File: config.mk
export PLATFORM = sky130hd
export DESIGN_NAME = url_unescape_html_escape_unit
export DESIGN_NICKNAME = d
export VERILOG_FILES = /design/src/design/urlhe_pkg.sv /design/src/design/urlhe_front.sv /design/src/design/urlhe_fifo.sv /design/src/design/urlhe_back.sv /design/src/design/url_unescape_html_escape_unit.sv
export VERILOG_INCLUDE_DIRS = /design/src /design/src/design
export SDC_FILE = /design/constraint.sdc
export NUM_CORES = 1
export LEC_CHECK = 0
export ABC_AREA = 1
export BUFFER_PORTS_ARGS = -buffer_cell sky130_fd_sc_hd__buf_2
export CORE_ASPECT_RATIO = 1.1
export CORE_MARGIN = 3
export CORE_UTILIZATION = 30
export DETAILED_ROUTE_END_ITERATION = 6
export GPL_ROUTABILITY_DRIVEN = 0
export GPL_TIMING_DRIVEN = 0
export HOLD_SLACK_MARGIN = 0.02
export SYNTH_ARGS = -nofsm -noshare
export SYNTH_HDL_FRONTEND = slang
export SYNTH_SLANG_ARGS = --single-unit
File: constraint.sdc
create_clock -name aclk -period 8.92 [get_ports aclk]
set_clock_uncertainty 0.05 [all_clocks]
set_input_delay 1.338 -clock aclk [delete_from_list [all_inputs] [get_ports aclk]]
set_output_delay 1.338 -clock aclk [all_outputs]
set_load 0.01 [all_outputs]
File: src/design/assert_macros.svh
// Assertion macros for the top level, which checks itself.
`ifndef ASSERT_MACROS_SVH
`define ASSERT_MACROS_SVH

// Check a property on every rising aclk edge outside reset.
`define URLHE_ASSERT(label, prop) \
    label: assert property (@(posedge aclk) disable iff (!aresetn) prop) \
        else $error("urlhe assertion failed");

// Check that a condition never holds on a rising aclk edge outside reset.
`define URLHE_ASSERT_NEVER(label, cond) \
    `URLHE_ASSERT(label, !(cond))

`endif

File: src/design/urlhe_pkg.sv
// Shared types, character constants and lookup functions of the URL unescape unit.
package urlhe_pkg;

    // Characters the decoder and the escaper look for
    localparam logic [7:0] CH_PCT   = 8'h25;
    localparam logic [7:0] CH_PLUS  = 8'h2b;
    localparam logic [7:0] CH_SPACE = 8'h20;
    localparam logic [7:0] CH_LT    = 8'h3c;
    localparam logic [7:0] CH_GT    = 8'h3e;
    localparam logic [7:0] CH_QUOT  = 8'h22;
    localparam logic [7:0] CH_APOS  = 8'h27;
    localparam logic [7:0] CH_AMP   = 8'h26;
    localparam logic [7:0] CH_SEMI  = 8'h3b;
    localparam logic [7:0] CH_HASH  = 8'h23;
    localparam logic [7:0] CH_0     = 8'h30;
    localparam logic [7:0] CH_3     = 8'h33;
    localparam logic [7:0] CH_9     = 8'h39;
    localparam logic [7:0] CH_UA    = 8'h41;
    localparam logic [7:0] CH_LA    = 8'h61;
    localparam logic [7:0] CH_LE    = 8'h65;
    localparam logic [7:0] CH_LG    = 8'h67;
    localparam logic [7:0] CH_LL    = 8'h6c;
    localparam logic [7:0] CH_LO    = 8'h6f;
    localparam logic [7:0] CH_LQ    = 8'h71;
    localparam logic [7:0] CH_LT_T  = 8'h74;
    localparam logic [7:0] CH_LU    = 8'h75;
    localparam logic [7:0] HEX_CASE_MASK = 8'hdf;
    localparam logic [7:0] HEX_ALPHA_BASE = 8'd10;

    // Output pieces per request never exceed seven
    localparam int unsigned IDX_W = 3;

    // Entity that replaces a decoded byte
    typedef enum logic [2:0] {
        ENT_NONE = 3'd0,
        ENT_LT   = 3'd1,
        ENT_GT   = 3'd2,
        ENT_QUOT = 3'd3,
        ENT_APOS = 3'd4
    } ent_kind_t;

    // One classified request handed from front to back
    typedef struct packed {
        logic       pct;      // emit a literal '%' first
        logic       has_byte; // a decoded byte follows
        ent_kind_t  kind;     // how the decoded byte is expanded
        logic [7:0] data;     // the decoded byte
        logic       last;     // request closes the string
    } job_t;

    // Queue status seen by both sides
    typedef struct packed {
        logic full;
        logic empty;
    } fifo_stat_t;

    // Non-validating hex digit value, modulo 256
    function automatic logic [7:0] hex_value(input logic [7:0] c);
        logic [7:0] v;
        if (c >= CH_UA) begin
            v = (c & HEX_CASE_MASK) - CH_UA + HEX_ALPHA_BASE;
        end else begin
            v = c - CH_0;
        end
        return v;
    endfunction

    // Number of output bytes a decoded byte expands to
    function automatic logic [IDX_W-1:0] ent_len(input ent_kind_t kind);
        logic [IDX_W-1:0] n;
        case (kind)
            ENT_LT:   n = 3'd4;
            ENT_GT:   n = 3'd4;
            ENT_QUOT: n = 3'd6;
            ENT_APOS: n = 3'd5;
            default:  n = 3'd1;
        endcase
        return n;
    endfunction

    // Byte at a given position of the expansion
    function automatic logic [7:0] ent_char(input ent_kind_t kind, input logic [7:0] data,
                                            input logic [IDX_W-1:0] pos);
        logic [7:0] c;
        c = data;
        case (kind)
            ENT_LT: begin
                case (pos)
                    3'd0:    c = CH_AMP;
                    3'd1:    c = CH_LL;
                    3'd2:    c = CH_LT_T;
                    default: c = CH_SEMI;
                endcase
            end
            ENT_GT: begin
                case (pos)
                    3'd0:    c = CH_AMP;
                    3'd1:    c = CH_LG;
                    3'd2:    c = CH_LT_T;
                    default: c = CH_SEMI;
                endcase
            end
            ENT_QUOT: begin
                case (pos)
                    3'd0:    c = CH_AMP;
                    3'd1:    c = CH_LQ;
                    3'd2:    c = CH_LU;
                    3'd3:    c = CH_LO;
                    3'd4:    c = CH_LT_T;
                    default: c = CH_SEMI;
                endcase
            end
            ENT_APOS: begin
                case (pos)
                    3'd0:    c = CH_AMP;
                    3'd1:    c = CH_HASH;
                    3'd2:    c = CH_3;
                    3'd3:    c = CH_9;
                    default: c = CH_SEMI;
                endcase
            end
            default: c = data;
        endcase
        return c;
    endfunction

endpackage

File: src/design/urlhe_front.sv
// Front end: accepts raw bytes, tracks escapes and string end, classifies each request.
module urlhe_front (
    input  logic                  aclk,
    input  logic                  aresetn,
    input  logic                  cfg_wr_en,
    input  logic                  cfg_wr_data,
    input  logic                  s_valid,
    output logic                  s_ready,
    input  logic [7:0]            s_in_byte,
    input  logic                  s_in_last,
    output logic                  push,
    output urlhe_pkg::job_t       push_job,
    input  urlhe_pkg::fifo_stat_t fifo_stat
);
    import urlhe_pkg::*;

    typedef enum logic [2:0] {
        PH_IDLE  = 3'b001,
        PH_PCT   = 3'b010,
        PH_DIGIT = 3'b100
    } phase_t;

    logic       enable_reg;
    phase_t     phase_reg, phase_next;
    logic [7:0] held_reg, held_next;
    logic       ended_reg, ended_next;

    logic       accept;
    logic [7:0] plain_byte;
    logic [7:0] hi_val, lo_val, decoded;
    logic       cand_pct, cand_has;
    logic [7:0] cand_byte;
    logic       has_byte;
    ent_kind_t  kind;

    // Hold off the source while the queue has no room
    assign s_ready = !fifo_stat.full;
    assign accept  = s_valid && s_ready;

    // Map plain bytes and build the escaped value
    assign plain_byte = (s_in_byte == CH_PLUS) ? CH_SPACE : s_in_byte;
    assign hi_val     = hex_value(held_reg);
    assign lo_val     = hex_value(s_in_byte);
    assign decoded    = {hi_val[3:0], 4'b0000} + lo_val;

    // Classify the request and advance the escape state
    always_comb begin
        phase_next = phase_reg;
        held_next  = held_reg;
        ended_next = ended_reg;
        cand_pct   = 1'b0;
        cand_has   = 1'b0;
        cand_byte  = plain_byte;
        if (!ended_reg) begin
            case (phase_reg)
                PH_PCT: begin
                    if (s_in_last) begin
                        cand_pct = 1'b1;
                        cand_has = 1'b1;
                    end else begin
                        held_next  = s_in_byte;
                        phase_next = PH_DIGIT;
                    end
                end
                PH_DIGIT: begin
                    cand_has   = 1'b1;
                    cand_byte  = decoded;
                    phase_next = PH_IDLE;
                end
                default: begin
                    if (s_in_byte == CH_PCT) begin
                        if (s_in_last) begin
                            cand_pct = 1'b1;
                        end else begin
                            phase_next = PH_PCT;
                        end
                    end else begin
                        cand_has = 1'b1;
                    end
                end
            endcase
        end
        // A zero byte ends the string and is dropped
        has_byte = cand_has;
        if (cand_has && (cand_byte == 8'h00)) begin
            has_byte   = 1'b0;
            ended_next = 1'b1;
        end
        // Return to the start state after the final byte
        if (s_in_last) begin
            phase_next = PH_IDLE;
            held_next  = 8'h00;
            ended_next = 1'b0;
        end
    end

    // Pick the entity for the decoded byte
    always_comb begin
        kind = ENT_NONE;
        if (enable_reg) begin
            case (cand_byte)
                CH_LT:   kind = ENT_LT;
                CH_GT:   kind = ENT_GT;
                CH_QUOT: kind = ENT_QUOT;
                CH_APOS: kind = ENT_APOS;
                default: kind = ENT_NONE;
            endcase
        end
    end

    // Queue a request only when it yields output
    assign push              = accept && (cand_pct || has_byte || s_in_last);
    assign push_job.pct      = cand_pct;
    assign push_job.has_byte = has_byte;
    assign push_job.kind     = kind;
    assign push_job.data     = cand_byte;
    assign push_job.last     = s_in_last;

    always_ff @(posedge aclk) begin
        if (!aresetn) begin
            enable_reg <= 1'b1;
            phase_reg  <= PH_IDLE;
            held_reg   <= 8'h00;
            ended_reg  <= 1'b0;
        end else begin
            if (cfg_wr_en) begin
                enable_reg <= cfg_wr_data;
            end
            if (accept) begin
                phase_reg <= phase_next;
                held_reg  <= held_next;
                ended_reg <= ended_next;
            end
        end
    end

endmodule

File: src/design/urlhe_fifo.sv
// Request queue between the front and back ends.
module urlhe_fifo #(
    parameter int unsigned DEPTH = 4
) (
    input  logic                  aclk,
    input  logic                  aresetn,
    input  logic                  push,
    input  urlhe_pkg::job_t       push_job,
    input  logic                  pop,
    output urlhe_pkg::job_t       head_job,
    output urlhe_pkg::fifo_stat_t fifo_stat
);
    import urlhe_pkg::*;

    localparam int unsigned PTR_W = $clog2(DEPTH);
    localparam int unsigned CNT_W = $clog2(DEPTH + 1);

    job_t             entry_reg [DEPTH];
    logic [PTR_W-1:0] wr_ptr_reg, rd_ptr_reg;
    logic [CNT_W-1:0] count_reg;

    function automatic logic [PTR_W-1:0] ptr_inc(input logic [PTR_W-1:0] p);
        return (p == PTR_W'(DEPTH - 1)) ? '0 : p + 1'b1;
    endfunction

    assign fifo_stat.full  = (count_reg == CNT_W'(DEPTH));
    assign fifo_stat.empty = (count_reg == '0);
    assign head_job        = entry_reg[rd_ptr_reg];

    // Store the incoming request
    always_ff @(posedge aclk) begin
        if (push) begin
            entry_reg[wr_ptr_reg] <= push_job;
        end
    end

    // Advance pointers and occupancy
    always_ff @(posedge aclk) begin
        if (!aresetn) begin
            wr_ptr_reg <= '0;
            rd_ptr_reg <= '0;
            count_reg  <= '0;
        end else begin
            if (push) begin
                wr_ptr_reg <= ptr_inc(wr_ptr_reg);
            end
            if (pop) begin
                rd_ptr_reg <= ptr_inc(rd_ptr_reg);
            end
            if (push && !pop) begin
                count_reg <= count_reg + 1'b1;
            end else if (pop && !push) begin
                count_reg <= count_reg - 1'b1;
            end
        end
    end

endmodule

File: src/design/urlhe_back.sv
// Back end: expands each queued request into output bytes, one per cycle while the receiver accepts them.
module urlhe_back (
    input  logic                  aclk,
    input  logic                  aresetn,
    input  urlhe_pkg::job_t       head_job,
    input  urlhe_pkg::fifo_stat_t fifo_stat,
    output logic                  pop,
    output logic                  m_valid,
    input  logic                  m_ready,
    output logic [7:0]            m_out_byte,
    output logic                  m_out_valid_byte,
    output logic                  m_out_last
);
    import urlhe_pkg::*;

    logic [IDX_W-1:0] idx_reg;
    logic             m_valid_reg;
    logic [7:0]       m_byte_reg;
    logic             m_vbyte_reg;
    logic             m_last_reg;

    logic             out_free, take, final_piece;
    logic [IDX_W-1:0] seq_len, pos;
    logic [7:0]       piece_byte;
    logic             piece_vbyte;

    // Move a piece whenever the output register is free or draining
    assign out_free = !m_valid_reg || m_ready;
    assign take     = out_free && !fifo_stat.empty;

    // Length of the current request's output sequence
    always_comb begin
        seq_len = {{(IDX_W-1){1'b0}}, head_job.pct}
                + (head_job.has_byte ? ent_len(head_job.kind) : '0);
        if (!head_job.pct && !head_job.has_byte) begin
            seq_len = IDX_W'(1);
        end
    end

    assign final_piece = (idx_reg == seq_len - 1'b1);
    assign pos         = idx_reg - {{(IDX_W-1){1'b0}}, head_job.pct};
    assign pop         = take && final_piece;

    // Select the byte for this position
    always_comb begin
        if (head_job.pct && (idx_reg == '0)) begin
            piece_byte  = CH_PCT;
            piece_vbyte = 1'b1;
        end else if (head_job.has_byte) begin
            piece_byte  = ent_char(head_job.kind, head_job.data, pos);
            piece_vbyte = 1'b1;
        end else begin
            piece_byte  = 8'h00;
            piece_vbyte = 1'b0;
        end
    end

    // Advance the position within the request
    always_ff @(posedge aclk) begin
        if (!aresetn) begin
            idx_reg <= '0;
        end else if (take) begin
            idx_reg <= final_piece ? '0 : idx_reg + 1'b1;
        end
    end

    // Output register
    always_ff @(posedge aclk) begin
        if (!aresetn) begin
            m_valid_reg <= 1'b0;
        end else if (take) begin
            m_valid_reg <= 1'b1;
        end else if (m_ready) begin
            m_valid_reg <= 1'b0;
        end
    end

    always_ff @(posedge aclk) begin
        if (take) begin
            m_byte_reg  <= piece_byte;
            m_vbyte_reg <= piece_vbyte;
            m_last_reg  <= head_job.last && final_piece;
        end
    end

    assign m_valid          = m_valid_reg;
    assign m_out_byte       = m_byte_reg;
    assign m_out_valid_byte = m_vbyte_reg;
    assign m_out_last       = m_last_reg;

endmodule

File: src/design/url_unescape_html_escape_unit.sv
// Top level of the URL percent decoder with optional HTML escaping.
// The unit takes one raw byte per cycle while the queue has room and returns
// decoded bytes; a byte that expands to an entity (&lt; &gt; &quot; &#39;) gives
// four to six output bytes, and a short '%' escape at the end of a string up to
// seven. A request is classified combinationally at the input and enters a
// QUEUE_DEPTH-entry queue; the back end drains it at one output byte per cycle
// while the receiver is ready, so the output port sets the sustained rate. The
// first output byte of a request passes the queue entry, then the output register.
// Escape bytes and bytes after a decoded zero produce nothing until the string's
// last byte, and a last byte that yields no data gives one empty end marker.
`include "assert_macros.svh"

module url_unescape_html_escape_unit #(
    parameter int unsigned QUEUE_DEPTH = 4
) (
    input  logic       aclk,
    input  logic       aresetn,
    input  logic       cfg_wr_en,
    input  logic       cfg_wr_data,
    input  logic       s_valid,
    output logic       s_ready,
    input  logic [7:0] s_in_byte,
    input  logic       s_in_last,
    output logic       m_valid,
    input  logic       m_ready,
    output logic [7:0] m_out_byte,
    output logic       m_out_valid_byte,
    output logic       m_out_last
);
    import urlhe_pkg::*;

    logic       push, pop;
    job_t       push_job, head_job;
    fifo_stat_t fifo_stat;

    // Classify incoming requests
    urlhe_front u_front (
        .aclk        (aclk),
        .aresetn     (aresetn),
        .cfg_wr_en   (cfg_wr_en),
        .cfg_wr_data (cfg_wr_data),
        .s_valid     (s_valid),
        .s_ready     (s_ready),
        .s_in_byte   (s_in_byte),
        .s_in_last   (s_in_last),
        .push        (push),
        .push_job    (push_job),
        .fifo_stat   (fifo_stat)
    );

    // Decouple the two ends
    urlhe_fifo #(
        .DEPTH (QUEUE_DEPTH)
    ) u_fifo (
        .aclk      (aclk),
        .aresetn   (aresetn),
        .push      (push),
        .push_job  (push_job),
        .pop       (pop),
        .head_job  (head_job),
        .fifo_stat (fifo_stat)
    );

    // Expand requests into output bytes
    urlhe_back u_back (
        .aclk             (aclk),
        .aresetn          (aresetn),
        .head_job         (head_job),
        .fifo_stat        (fifo_stat),
        .pop              (pop),
        .m_valid          (m_valid),
        .m_ready          (m_ready),
        .m_out_byte       (m_out_byte),
        .m_out_valid_byte (m_out_valid_byte),
        .m_out_last       (m_out_last)
    );

    // Never write a full queue or read an empty one
    `URLHE_ASSERT_NEVER(a_push_full, push && fifo_stat.full)
    `URLHE_ASSERT_NEVER(a_pop_empty, pop && fifo_stat.empty)
    // An empty end marker only closes a string
    `URLHE_ASSERT(a_empty_is_last, m_valid && !m_out_valid_byte |-> m_out_last)

endmodule

Word level (Yosys, flattened, before mapping)
Memory sizes are Yosys's and may differ from the RTL's. A register that Yosys moved wholly into a read port is not among the register bits.
Index checks and enable logic that the tools add are counted.
- add/sub/neg operators: 15
- order comparisons: 2
- eq/ne operators: 21
- mux-type cells: 45
- bitwise logic cells: 1
- reduce and logical (&&, ||, !) cells: 34
- operators with widths (operator ; count):
    two-way mux 8 bit ; 7
    == test 8 x 6 -> 1 bit (second input constant) ; 6
    one-hot mux 7 bit (3 select lines) ; 2
    one-hot mux 7 bit (5 select lines) ; 1
    one-hot mux 8 bit (4 select lines) ; 1
    two-way mux 3 bit ; 9
    one-hot mux 5 bit (4 select lines) ; 1
    >= comparator 8 x 7 -> 1 bit (second input constant) ; 2
    == test 3 x 2 -> 1 bit (second input constant) ; 5
    two-way mux 1 bit ; 13
    == test 3 bit (second input constant) ; 4
    one-hot mux 3 bit (4 select lines) ; 1
    logical AND 1 bit ; 10
    logical NOT 3 bit ; 3
    one-hot mux 3 bit (3 select lines) ; 1
    adder 8 x 4 -> 8 bit (second input constant) ; 1
    adder 8 bit ; 1
    logical NOT 8 bit ; 1
    two-way mux 2 bit ; 4
    nonzero test 2 bit ; 4
    subtractor 4 x 1 -> 4 bit (second input constant) ; 2
    subtractor 8 x 6 -> 8 bit (second input constant) ; 1
    subtractor 8 x 7 -> 8 bit (second input constant) ; 1
    logical NOT 1 bit ; 7
    other kinds (20) ; 30
- bits in registers: 34
- memory bits (writable): 56
- bits of input ports: 15
- output and inout bits: 12
- word-level logic and storage cells: 132
- memories: 1
- memory list (memory ; depth ; bits a word ; read ports ; clocked after Yosys merged registers in ; wr ports ; RTL line ; source):
    u_fifo.entry_reg ; 4 ; 14 ; 1 ; 1 ; 1 ; urlhe_fifo.sv:18 ; job_t entry_reg [DEPTH];

Longest topological paths before layout
Gate-level depths: netlist (run 1).
- word-level depth: 16
- mapped depth: 31
- depth with buffers taken out: 31

Cells and area by module
Synthesis (run 1) repeated with hierarchy kept, for this count alone.
- cells, all modules: 563
- area, all modules: 5131.2 sq um
- modules (own cells, without submodules) (module ; instances ; cells each ; area each (sq um) ; seq. area each (sq um)):
    urlhe_fifo ; 1 ; 194 ; 2548.7 ; 1861.8
    urlhe_front ; 1 ; 225 ; 1480.2 ; 260.2
    urlhe_back ; 1 ; 144 ; 1102.3 ; 380.4

Worst setup path before layout (run 1)
Ideal clock, no wire load.
- path kind: input-to-reg
- start point: input s_in_byte[4]
- end point: memory u_fifo.entry_reg[0][0] (netlist name) (enable)
- setup time: 407 ps
- arrival time: 4556 ps
- data required time: 8463 ps
- path slack: 3908 ps
- stages on the path: 18
- buffers on the path: 0
- cells stage by stage: inv_1 -> ha_1 -> nand2_1 -> inv_2 -> nand3_2 -> nand3_4 -> nand2_1 -> xor2_1 -> inv_1 -> ha_1 -> inv_1 -> fa_1 -> xor2_1 -> o22ai_1 -> inv_1 -> nand3_2 -> o21bai_4 -> a21boi_0
- RTL lines (what ; RTL line ; source):
    from (decl) ; url_unescape_html_escape_unit.sv:22 ; input logic [7:0] s_in_byte,
    to (decl) ; urlhe_fifo.sv:18 ;

==> results of run 1 <==
[cell families after synthesis]
group / Yosys count / share of synthesized area [%]
AOI/OAI and AO/OA: 98 / 11.5
xor gates and xnor gates: 9 / 1.52
buffers and inverters: 88 / 7.13
DFF: 92 / 48.4
and+or+nand+nor: 248 / 23.9
adders and majority gates: 30 / 7.55
[critical path, cell delays in order]
cell and delay, ns:
buf_2 0.14, inv_1 0.16, ha_1 0.17, nand2_1 0.06, inv_2 0.07, nand3_2 0.11
nand3_4 0.17, nand2_1 0.08, xor2_1 0.14, inv_1 0.06, ha_1 0.15, inv_1 0.05
fa_1 0.47, inv_1 0.04, o22ai_1 0.19, inv_1 0.14, nor2_2 0.15, nand3_4 0.10
o21bai_4 0.29, nand2_2 0.09, ha_1 0.21, inv_1 0.11, fa_1 0.39, o21ai_0 0.17
a21oi_1 0.06
[metrics by stage]
| stage | cell area [µm²] | instances |
|---|---|---|
| finish | 5990 | 838 |
| global route | 5990 | 838 |
| detailed placement | 5640 | 822 |
| global placement | 5590 | 820 |
| floorplan | 5170 | 565 |
| CTS | 5990 | 838 |
[per-layer routing]
layer  track usage (%)  vias to the layer above
li1                  -                     1985
met1              14.5                     1759
met2              20.1                       67
met3              3.01                       14
met4              4.31                        0
met5                 0                        -
[power groups by stage]
stage / Sequential (mW) / Combinational, mW / Clock [mW]
6_report: 0.581 / 0.662 / 0.438
5_1_grt: 0.589 / 0.746 / 0.468
3_3_place_gp: 0.593 / 0.645 / 0
4_1_cts: 0.582 / 0.667 / 0.449
3_5_place_dp: 0.591 / 0.664 / 0
2_1_floorplan: 0.602 / 0.484 / 0
[worst max-delay path by stage]
| stage | from | end | slack [ns] |
|---|---|---|---|
| floorplan | s_in_byte[4] | u_fifo.entry_reg[0][0] | 3.91 |
| global placement | s_in_byte[4] | u_fifo.entry_reg[0][9] | 2.56 |
| detailed placement | s_in_byte[4] | u_fifo.count_reg[1] | 3.60 |
| CTS | s_in_byte[4] | u_fifo.count_reg[1] | 3.96 |
| global route | s_in_byte[4] | u_fifo.count_reg[1] | 3.50 |
| finish | s_in_byte[4] | u_fifo.count_reg[1] | 3.97 |
[cell type report]
type / count / area, µm²
Inverter: 77 / 293
Sequential cell: 92 / 2500
Timing Repair Buffer: 28 / 156
Clock buffer: 9 / 225
Clock inverter: 7 / 123
Buffer: 11 / 76.3
Fill cell: 1671 / 10600
Tap cell: 229 / 287
Multi-Input combinational cell: 385 / 2320
[layout by cell type (no fill, tap or decap), types with 2 or more instances in the layout]
master / n
nand2_2: 12
inv_2: 9
nor2_4: 3
buf_6: 5
a21boi_2: 3
nand3_4: 3
nor3_2: 2
nand3_2: 8
a21oi_1: 34
clkinvlp_4: 2
xor2_1: 6
ha_1: 28
buf_2: 27
o21ai_0: 30
nand2_4: 4
nand3_1: 30
edfxtp_1: 66
clkbuf_1: 4
nor2_2: 5
fa_1: 2
nand4_1: 9
nor3_1: 6
a211oi_1: 2
nor4_1: 2
o22ai_1: 9
xnor2_1: 3
o21ai_2: 4
clkinv_1: 2
inv_1: 64
dfxtp_1: 26
nand2_1: 111
o21ai_1: 2
a21oi_2: 5
nor2_1: 50
clkbuf_16: 9
bufinv_16: 3
==> impl_metrics.yaml, run 1 <==
run_status:
  status: "completed"
clock_network:
  clock_latency_ns: 0.34
  post-cts-setup-buffers: 0
  cts_buffers: 9
  h-tree-depth: 3
  ctsHoldBuffers: 0
  path_clk_slew_ns: 0.06
  tritoncts: "built"
  cts_resized: 0
  cts_max_path_buffers: 2
  root_buffer: "clkbuf_16"
  cts_sinks: 92
route:
  drt_wl_total_um: 10800
  wl_met1_um: 4970
  wl_met2_um: 5220
  dr_wl_met3_um: 384
  drcViolationCount: 0
  num_vias: 3825
  top_layer: "met4"
  wire_per_inst_um: 12.9
  ant_nets: 0
  drtIter0Drc: 222
  dr.pass1.iters: 4
  routed_via_density: 4.56
power:
  p_clk_share_pct: 26.1
  combPwrFrac_pct: 39.4
  p_int_mw: 1.06
  p_total_mw: 1.68
  pwr-share-seq_pct: 34.5
  powerDensity_mw_per_mm2: 281
  max-vdd-ir-drop_mv: 0.106
  power.switching_uw: 619
  power.leakage_nw: 2.41
  swShare_pct: 36.8
sta:
  whs_ns: 0.415
  hold_viol_final: 0
  rsz0062_at_grt: "false"
  fmax_mhz: 202
  finalSetupViolations: 0
  drv_slew: 0
  fin_ws_ns: 3.97
  tns_ns: 0
  tightest_slew_ns: 0.950
  fin_crit_sh_pct: 55.5
  relSlewSlack_pct: 36.5
  min_period_ns: 4.95
logic_synthesis:
  synth_edf_count: 66
  synth_nets: 610
  syn_area_per_cell_um2: 9.16
  synth-seq-cells: 92
  yosysSeqAreaShare_pct: 48.4
  ys_warn_count: 0
  async_flop_share_pct: 0
  ys_types: 48
  yosys-top-cells-area: "edfxtp_1 (38%), dfxtp_1 (10%), nand2_1 (8.1%), ha_1 (6.8%), inv_1 (4.6%)"
  synth.top_cell.area_share_pct: 38.3
  yosysTopAreaCell: "edfxtp_1"
  synth_ff_type: "edfxtp_1"
  yosysMostFrequentCell: "nand2_1"
  synthTopCellsByCount: "nand2_1 (111), edfxtp_1 (66), inv_1 (64)"
  synthCells: 565
  syn_area_mm2: 0.00517
global_route:
  track_usage_pct: 11.8
  grt_start_max_net_pins: 17
  grt_pass1_wl_um: 17600
  grt_overflow: 0
  grt_pass1_vias: 3592
  antenna_found_initial: 0
hold_path:
  hp-class: "reg -> reg"
  whs_path_depth: 2
  hp-start: "u_front.held_reg[4]"
  min_to: "u_front.held_reg[4]"
critical_path:
  startpoint_type: "input pin"
  r2r_setup_slack_ns: 4.87
  r2r_end: "u_fifo.count_reg[1]"
  worst-setup-path-type: "in -> reg"
  end_kind: "flip-flop"
  required_ns: 9.10
  reg2reg_depth: 23
  cp.arrival_ns: 5.12
  rr_startpoint: "u_front.held_reg[0]"
  cp_max_fo: 9
layout:
  final_layout_size_suffix_gt1_share_pct: 19.0
  largest_reg_flops: 56
  fin_util_pct: 36.0
  syn_to_final_growth_pct: 15.7
  nets: 649
  diodes: 0
floorplanning:
  die_area_mm2: 0.0189
  core_area_mm2: 0.0166
  pin_count: 27
  num_rows: 49
  die_x_um: 131
  chipHeight_um: 144
  initial_core_util_pct: 31.1
placement:
  port_buffers: 26
  dp_slack_ns: 3.60
  dp_hpwl_um: 8190
flow_run:
  drv_cap: 0
Note: power is estimated with default switching activity, not from simulation.
==> run 2, diff against run 1 <==
Settings changed: ABC_AREA 1 to 0.
Clock period 8.92 ns to 4.7 ns, I/O delays scaled along.
==> run 2 against run 1 <==
The run now ends with setup timing left. Combinational power is 60% higher. Flip-flop and latch count stayed put. Via count fell by 2.1%. Clock power grew 78%. Wire length up 6.3%. Sequential power rose by 93%. Die area decreased by 1.6%. Non-clock buffer count grew 38. Critical path depth grew 5. Worst hold slack improved by 0.028 ns. Synthesized area fell by 1.6%.
==> impl_metrics.yaml, run 2 <==
run_status:
  status: "complete, but fails checks"
  violations: "setup timing"
hold_path:
  whs_path_depth: 2
  hp-start: "u_back.m_valid"
  min_to: "u_back.m_valid"
  hp-class: "reg -> reg"
global_route:
  grt_overflow: 0
  grt_pass1_vias: 3770
  track_usage_pct: 12.9
  grt_start_max_net_pins: 17
  antenna_found_initial: 0
  grt_pass1_wl_um: 18800
critical_path:
  slowest_delay_ns: 0.50
  cp_slowest_cell: "or4b_4"
  r2r_setup_slack_ns: -0.06
  r2r_end: "u_fifo.count_reg[2]"
  crit_path_frequent_cell: "buf_4"
  end_kind: "flip-flop"
  startpoint_type: "flip-flop"
  cp_num_buf_inv: 17
  crit_family: "buffers and inverters"
  required_ns: 4.92
  worst-setup-path-type: "reg -> reg"
  reg2reg_depth: 30
  cp.arrival_ns: 4.99
  rr_startpoint: "u_front.held_reg[1]"
  cp_max_fo: 2
layout:
  diodes: 0
  seq_area_mm2: 0.00251
  syn_to_final_growth_pct: 22.9
  largest_reg_flops: 56
  multi_input_area_mm2: 0.00255
  fill_cells: 1553
  final_layout_size_suffix_gt1_share_pct: 28.1
  design_area_mm2: 0.00626
  nets: 559
  layout_commonest_cell: "edfxtp_1"
  final_cell_mix: "edfxtp_1 (66), nand2_1 (40), buf_4 (36)"
floorplanning:
  chipHeight_um: 143
  initial_core_util_pct: 30.9
  pin_count: 27
  num_rows: 49
  core_area_mm2: 0.0165
  die_x_um: 130
  die_area_mm2: 0.0186
power:
  combPwrFrac_pct: 35.8
  max-vdd-ir-drop_mv: 0.230
  power.leakage_nw: 2.31
  power.switching_uw: 986
  powerDensity_mw_per_mm2: 471
  p_clk_share_pct: 26.4
  p_int_mw: 1.96
  pwr-share-seq_pct: 37.8
  swShare_pct: 33.4
  p_total_mw: 2.95
logic_synthesis:
  synthTopCellsByCount: "edfxtp_1 (66), nand2_1 (41), ha_1 (28)"
  synth.top_cell.area_share_pct: 38.9
  synth_edf_count: 66
  syn_area_per_cell_um2: 11.4
  syn_area_mm2: 0.00509
  ys_warn_count: 0
  synth_ff_type: "edfxtp_1"
  synthCells: 447
  yosys-top-cells-area: "edfxtp_1 (39%), dfxtp_1 (10%), ha_1 (6.9%), mux4_2 (6.2%), nand2_1 (3.0%)"
  async_flop_share_pct: 0
  yosysSeqAreaShare_pct: 49.2
  synth-seq-cells: 92
  synth_nets: 492
  yosysMostFrequentCell: "edfxtp_1"
  ys_types: 69
  yosysTopAreaCell: "edfxtp_1"
clock_network:
  clock_latency_ns: 0.34
  h-tree-depth: 3
  cts_max_path_buffers: 2
  ctsHoldBuffers: 0
  cts_sinks: 92
  tritoncts: "built"
  path_clk_slew_ns: 0.07
  root_buffer: "clkbuf_16"
  cts_buffers: 9
placement:
  dp_hpwl_um: 7940
  dpl_cell_area_mm2: 0.00556
  port_buffers: 24
route:
  wire_per_inst_um: 15.9
  drcViolationCount: 0
  dr.pass1.iters: 7
  drtIter0Drc: 319
  drt_wl_total_um: 11500
  ant_nets: 0
  num_vias: 3745
  routed_via_density: 5.18
sta:
  fmax_mhz: 210
  min_period_ns: 4.76
  finalSetupViolations: 5
  relSlewSlack_pct: 21.3
  fin_crit_sh_pct: 101
  drv_slew: 0
  fin_ws_ns: -0.0644
  rsz0062_at_grt: "true"
  hold_viol_final: 0
  tightest_slew_ns: 1.16
flow_run:
  drv_cap: 0
run 2: cell types whose count changed in the layout (fill, tap and decap cells not counted), sizes merged, moves of 9 or more:
| cell | previous run | this run |
|---|---|---|
| nand2 | 127 | 41 |
| inv | 75 | 29 |
| nor2 | 59 | 24 |
| buf | 35 | 66 |
| nand3 | 41 | 10 |
| a21oi | 39 | 20 |
| o21ai | 36 | 20 |
| mux4 | 0 | 14 |
| nor2b | 0 | 12 |
| a22oi | 0 | 11 |
| and2 | 0 | 9 |
run 2: layer usage:
layer	part of all wire, %	global-route usage, %
met1	41	14.9
met2	52	23.4
met3	4.1	2.84
met4	2.3	4.32
met5	0	0
run 2: layout make-up:
class / instances / share of cell area, %
Buffer: 16 / 1.26
Clock inverter: 7 / 1.56
Tap cell: 204 / 4.08
Timing Repair Buffer: 61 / 6.82
Sequential cell: 92 / 40.1
Multi-Input combinational cell: 307 / 40.8
Clock buffer: 9 / 3.60
Inverter: 27 / 1.82
run 2: worst min-delay path: stages (launching register included):
cell and delay [ns]:
dfxtp_1 0.33, nand2_1 0.06, a21boi_0 0.06
run 2: logic make-up (layout without fill, tap and decap cells):
kind of cell               count (synthesis)  count (layout)  share of synthesized area (%)
AOI/OAI and AO/OA                        101             101                           14.2
xor gates and xnor gates                  15              15                           2.58
buffers and inverters                     48             120                           3.93
and+or+nand+nor                          139             139                           14.7
muxes                                     22              22                           7.82
adders and majority gates                 30              30                           7.67
DFF                                       92              92                           49.2
run 2: power by group through the flow:
stage / logic [mW] / clock network [mW] / registers [mW]
2_1_floorplan: 0.695 / 0 / 1.14
3_3_place_gp: 0.931 / 0 / 1.13
3_5_place_dp: 0.975 / 0 / 1.14
4_1_cts: 1.01 / 0.799 / 1.12
5_1_grt: 1.19 / 0.834 / 1.13
6_report: 1.06 / 0.779 / 1.12
run 2: worst max-delay path by stage:
stage | from | to | slack (ns) | cells after the start
final | u_front.held_reg[1] | u_fifo.count_reg[2] | -0.06 | 30
after global routing | u_front.held_reg[1] | u_fifo.count_reg[2] | -0.23 | 30
after global placement | s_in_byte[1] | u_fifo.entry_reg[3][5] | -1.20 | 15
after CTS | s_in_byte[0] | u_fifo.count_reg[2] | 0.0001 | 20
after floorplan | s_in_byte[1] | u_fifo.count_reg[2] | -0.27 | 20
after detailed placement | s_in_byte[1] | u_fifo.count_reg[2] | -0.88 | 21
run 2: what timing repair did:
| action | CTS | global route |
|---|---|---|
| resized for setup | 18 | 16 |
| setup buffers | 28 | 9 |
| pin swaps | 13 | 4 |
| setup endpoints to repair | 63 | 65 |
| hold endpoints to repair | 0 | 0 |
run 2: per-stage QoR:
stage	setup slack, ns	utilization, %	hold slack (ns)	TNS [ns]	instances
5_1_grt	-0.230	37.9	0.480	-8.29	723
4_1_cts	0.000122	37.4	0.438	0	717
3_5_place_dp	-0.878	33.7	0.429	-43.40	675
3_3_place_gp	-1.20	33.6	0.417	-71.02	675
6_report	-0.0644	37.9	0.443	-0.0775	723
2_1_floorplan	-0.273	-	0.414	-11.00	447
==> run 3, diff against run 2 <==
Settings changed: SYNTH_HIERARCHICAL set to 1.
==> run 3 against run 2 <==
Maximum frequency is 2.1% higher. The run now ends clean. Via count fell by 6.4%. Total power up 1.5%. Global-route usage fell by 1.3 points. Critical endpoint is now u_fifo/count_reg[2]. Synthesized cell count shrank 2.0%. First-iteration DRC count down 13%. Clock power fell by 10%.
==> impl_metrics.yaml, run 3 <==
floorplanning:
  num_rows: 49
  chipHeight_um: 144
  initial_core_util_pct: 31.2
  die_x_um: 131
  core_area_mm2: 0.0166
  die_area_mm2: 0.0189
  pin_count: 27
power:
  powerDensity_mw_per_mm2: 495
  power.leakage_nw: 2.17
  p_clk_share_pct: 23.3
  combPwrFrac_pct: 40.3
  p_int_mw: 1.94
  pwr-share-seq_pct: 36.4
  max-vdd-ir-drop_mv: 0.187
  power.switching_mw: 1.06
  swShare_pct: 35.3
layout:
  largest_reg_flops: 56
  diodes: 0
  nets: 529
  syn_to_final_growth_pct: 16.9
  fin_util_pct: 36.4
  final_layout_size_suffix_gt1_share_pct: 24.3
  layout_commonest_cell: "edfxtp_1"
  final_cell_mix: "edfxtp_1 (66), buf_2 (32), nor2_1 (29)"
critical_path:
  path_cells: "buf_2, clkbuf_8, inv_2, ha_1, or4b_4, a311oi_4, buf_6, a211oi_2, xnor2_1, ha_2, a21o_1, a21oi_2, xor2_1, xnor2_2, mux2i_4, nor3_4, o21ai_4, ha_4, inv_2, fa_2, xor2_1, or3_1, a21boi_1"
  crit_path_start: "s_in_byte[0]"
  startpoint_type: "input pin"
  cp_num_buf_inv: 5
  cp_max_fo: 6
  worst-setup-path-type: "in -> reg"
  slowest_delay_ns: 0.47
  cp.arrival_ns: 4.89
  end_kind: "flip-flop"
  required_ns: 4.93
  crit_family: "compound AO/OA/AOI/OAI gates"
  cp_slowest_cell: "or4b_4"
placement:
  dp_slack_ns: -0.612
  dp_hpwl_um: 7380
  port_buffers: 24
sta:
  fmax_mhz: 214
  relSlewSlack_pct: 36.3
  hold_viol_final: 0
  drv_slew: 0
  finalSetupViolations: 0
  rsz0062_at_grt: "true"
  tns_ns: 0
  whs_ns: 0.451
  fin_crit_sh_pct: 99.2
  min_period_ns: 4.66
  tightest_slew_ns: 0.943
  fin_ws_ns: 0.0358
global_route:
  track_usage_pct: 11.6
  grt_overflow: 0
  grt_start_max_net_pins: 18
  antenna_found_initial: 0
  grt_pass1_wl_um: 17500
  grt_pass1_vias: 3555
route:
  num_vias: 3504
  dr.pass1.iters: 5
  drcViolationCount: 0
  drt_wl_total_um: 10500
  wire_per_inst_um: 14.6
  drtIter0Drc: 278
  ant_nets: 0
  routed_via_density: 4.88
logic_synthesis:
  yosysTopAreaCell: "edfxtp_1"
  synth_nets: 483
  synth.top_cell.area_share_pct: 38.3
  ys_types: 71
  syn_area_mm2: 0.00518
  synth_edf_count: 66
  yosysSeqAreaShare_pct: 48.3
  yosys-top-cells-area: "edfxtp_1 (38%), dfxtp_1 (10%), ha_1 (6.8%), mux4_2 (4.4%), xnor2_1 (2.5%)"
  yosysMostFrequentCell: "edfxtp_1"
  synth-seq-cells: 92
  synthCells: 438
  synth_ff_type: "edfxtp_1"
  ys_warn_count: 6
  synthTopCellsByCount: "edfxtp_1 (66), nor2_1 (29), ha_1 (28)"
  syn_area_per_cell_um2: 11.8
  async_flop_share_pct: 0
clock_network:
  path_clk_slew_ns: 0.07
  tritoncts: "built"
  h-tree-depth: 3
  root_buffer: "clkbuf_16"
  clock_latency_ns: 0.35
  cts_sinks: 92
  cts_buffers: 9
  cts_max_path_buffers: 2
  ctsHoldBuffers: 0
hold_path:
  hp-class: "reg -> reg"
  hp-start: "u_back/m_valid"
flow_run:
  drv_cap: 0
run_status:
  status: "completed"
[run 3: cell count changes after synthesis, moves of 5 or more]
cell      before  now
and3_1         8    3
buf_2          4    9
buf_4          0    5
clkbuf_1      15    6
inv_1         27   21
nand2_1       41   26
nor2_1        23   29
xnor2_1        9   15
[run 3: layout make-up]
cell class	count	area [µm²]
Timing Repair Buffer	35	205
Fill cell	1644	10600
Sequential cell	92	2500
Inverter	23	86.3
Buffer	25	180
Multi-Input combinational cell	298	2500
Clock inverter	7	60.1
Tap cell	229	287
Clock buffer	9	225
[run 3: metrics by stage]
| stage | std cells | power [mW] | area [µm²] |
|---|---|---|---|
| after floorplan | 438 | 2.02 | 5250 |
| after global routing | 718 | 3.21 | 6050 |
| after CTS | 716 | 3.02 | 6020 |
| after global placement | 691 | 2.26 | 5650 |
| after detailed placement | 691 | 2.29 | 5650 |
| final | 718 | 2.99 | 6050 |
[run 3: worst reg2reg max path, cell delays in order (launching register included)]
cell and delay, ns:
dfxtp_1 0.33, buf_6 0.14, buf_12 0.16, mux4_2 0.52
buf_2 0.20, o21bai_1 0.24, and2_1 0.17, ha_1 0.22
o21ba_2 0.25, ha_1 0.24, xor2_1 0.15, and2_1 0.20
and3_1 0.23, inv_1 0.13, ha_4 0.15, inv_2 0.04
fa_2 0.33, xor2_1 0.15, or3_1 0.31, a21boi_1 0.12
[run 3: logic make-up (layout without fill, tap and decap cells)]
group                      count (synthesis)  in the layout  share of synthesized area (%)
adders and majority gates                 30             30                           7.54
AOI/OAI and AO/OA                         86             86                           11.7
xor gates and xnor gates                  22             22                           4.38
buffers and inverters                     48             99                           4.96
muxes                                     24             24                           8.61
and+or+nand+nor                          136            136                           14.5
DFF                                       92             92                           48.3
[run 3: power by group through the flow]
stage,combinational [mW],clock (mW),sequential [mW]
final,1.21,0.698,1.09
after global routing,1.35,0.765,1.10
after CTS,1.20,0.722,1.09
after detailed placement,1.18,0,1.11
after global placement,1.15,0,1.10
after floorplan,0.897,0,1.12
[run 3: worst paths after layout]
check	endpoint	slack (ns)	cells past startpoint
max	u_fifo/count_reg[2]	0.04	23
max reg2reg	u_fifo/count_reg[2]	0.31	19
min	u_back/m_valid	0.45	2
min reg2reg	u_back/m_valid	0.45	2
[run 3: repair_timing]
action / CTS / global route
endpoints found under the hold margin: 0 / 0
resized for setup: 4 / 3
setup endpoints to repair: 57 / 58
pin swaps: 11 / 6
setup buffers: 9 / 2
[run 3: per-layer routing]
layer	up-vias	GRT usage [%]	routed length (µm)
li1	1709	-	-
met1	1695	13.3	4580
met2	79	20.3	5200
met3	21	2.98	399
met4	0	5.64	285
met5	-	0	0
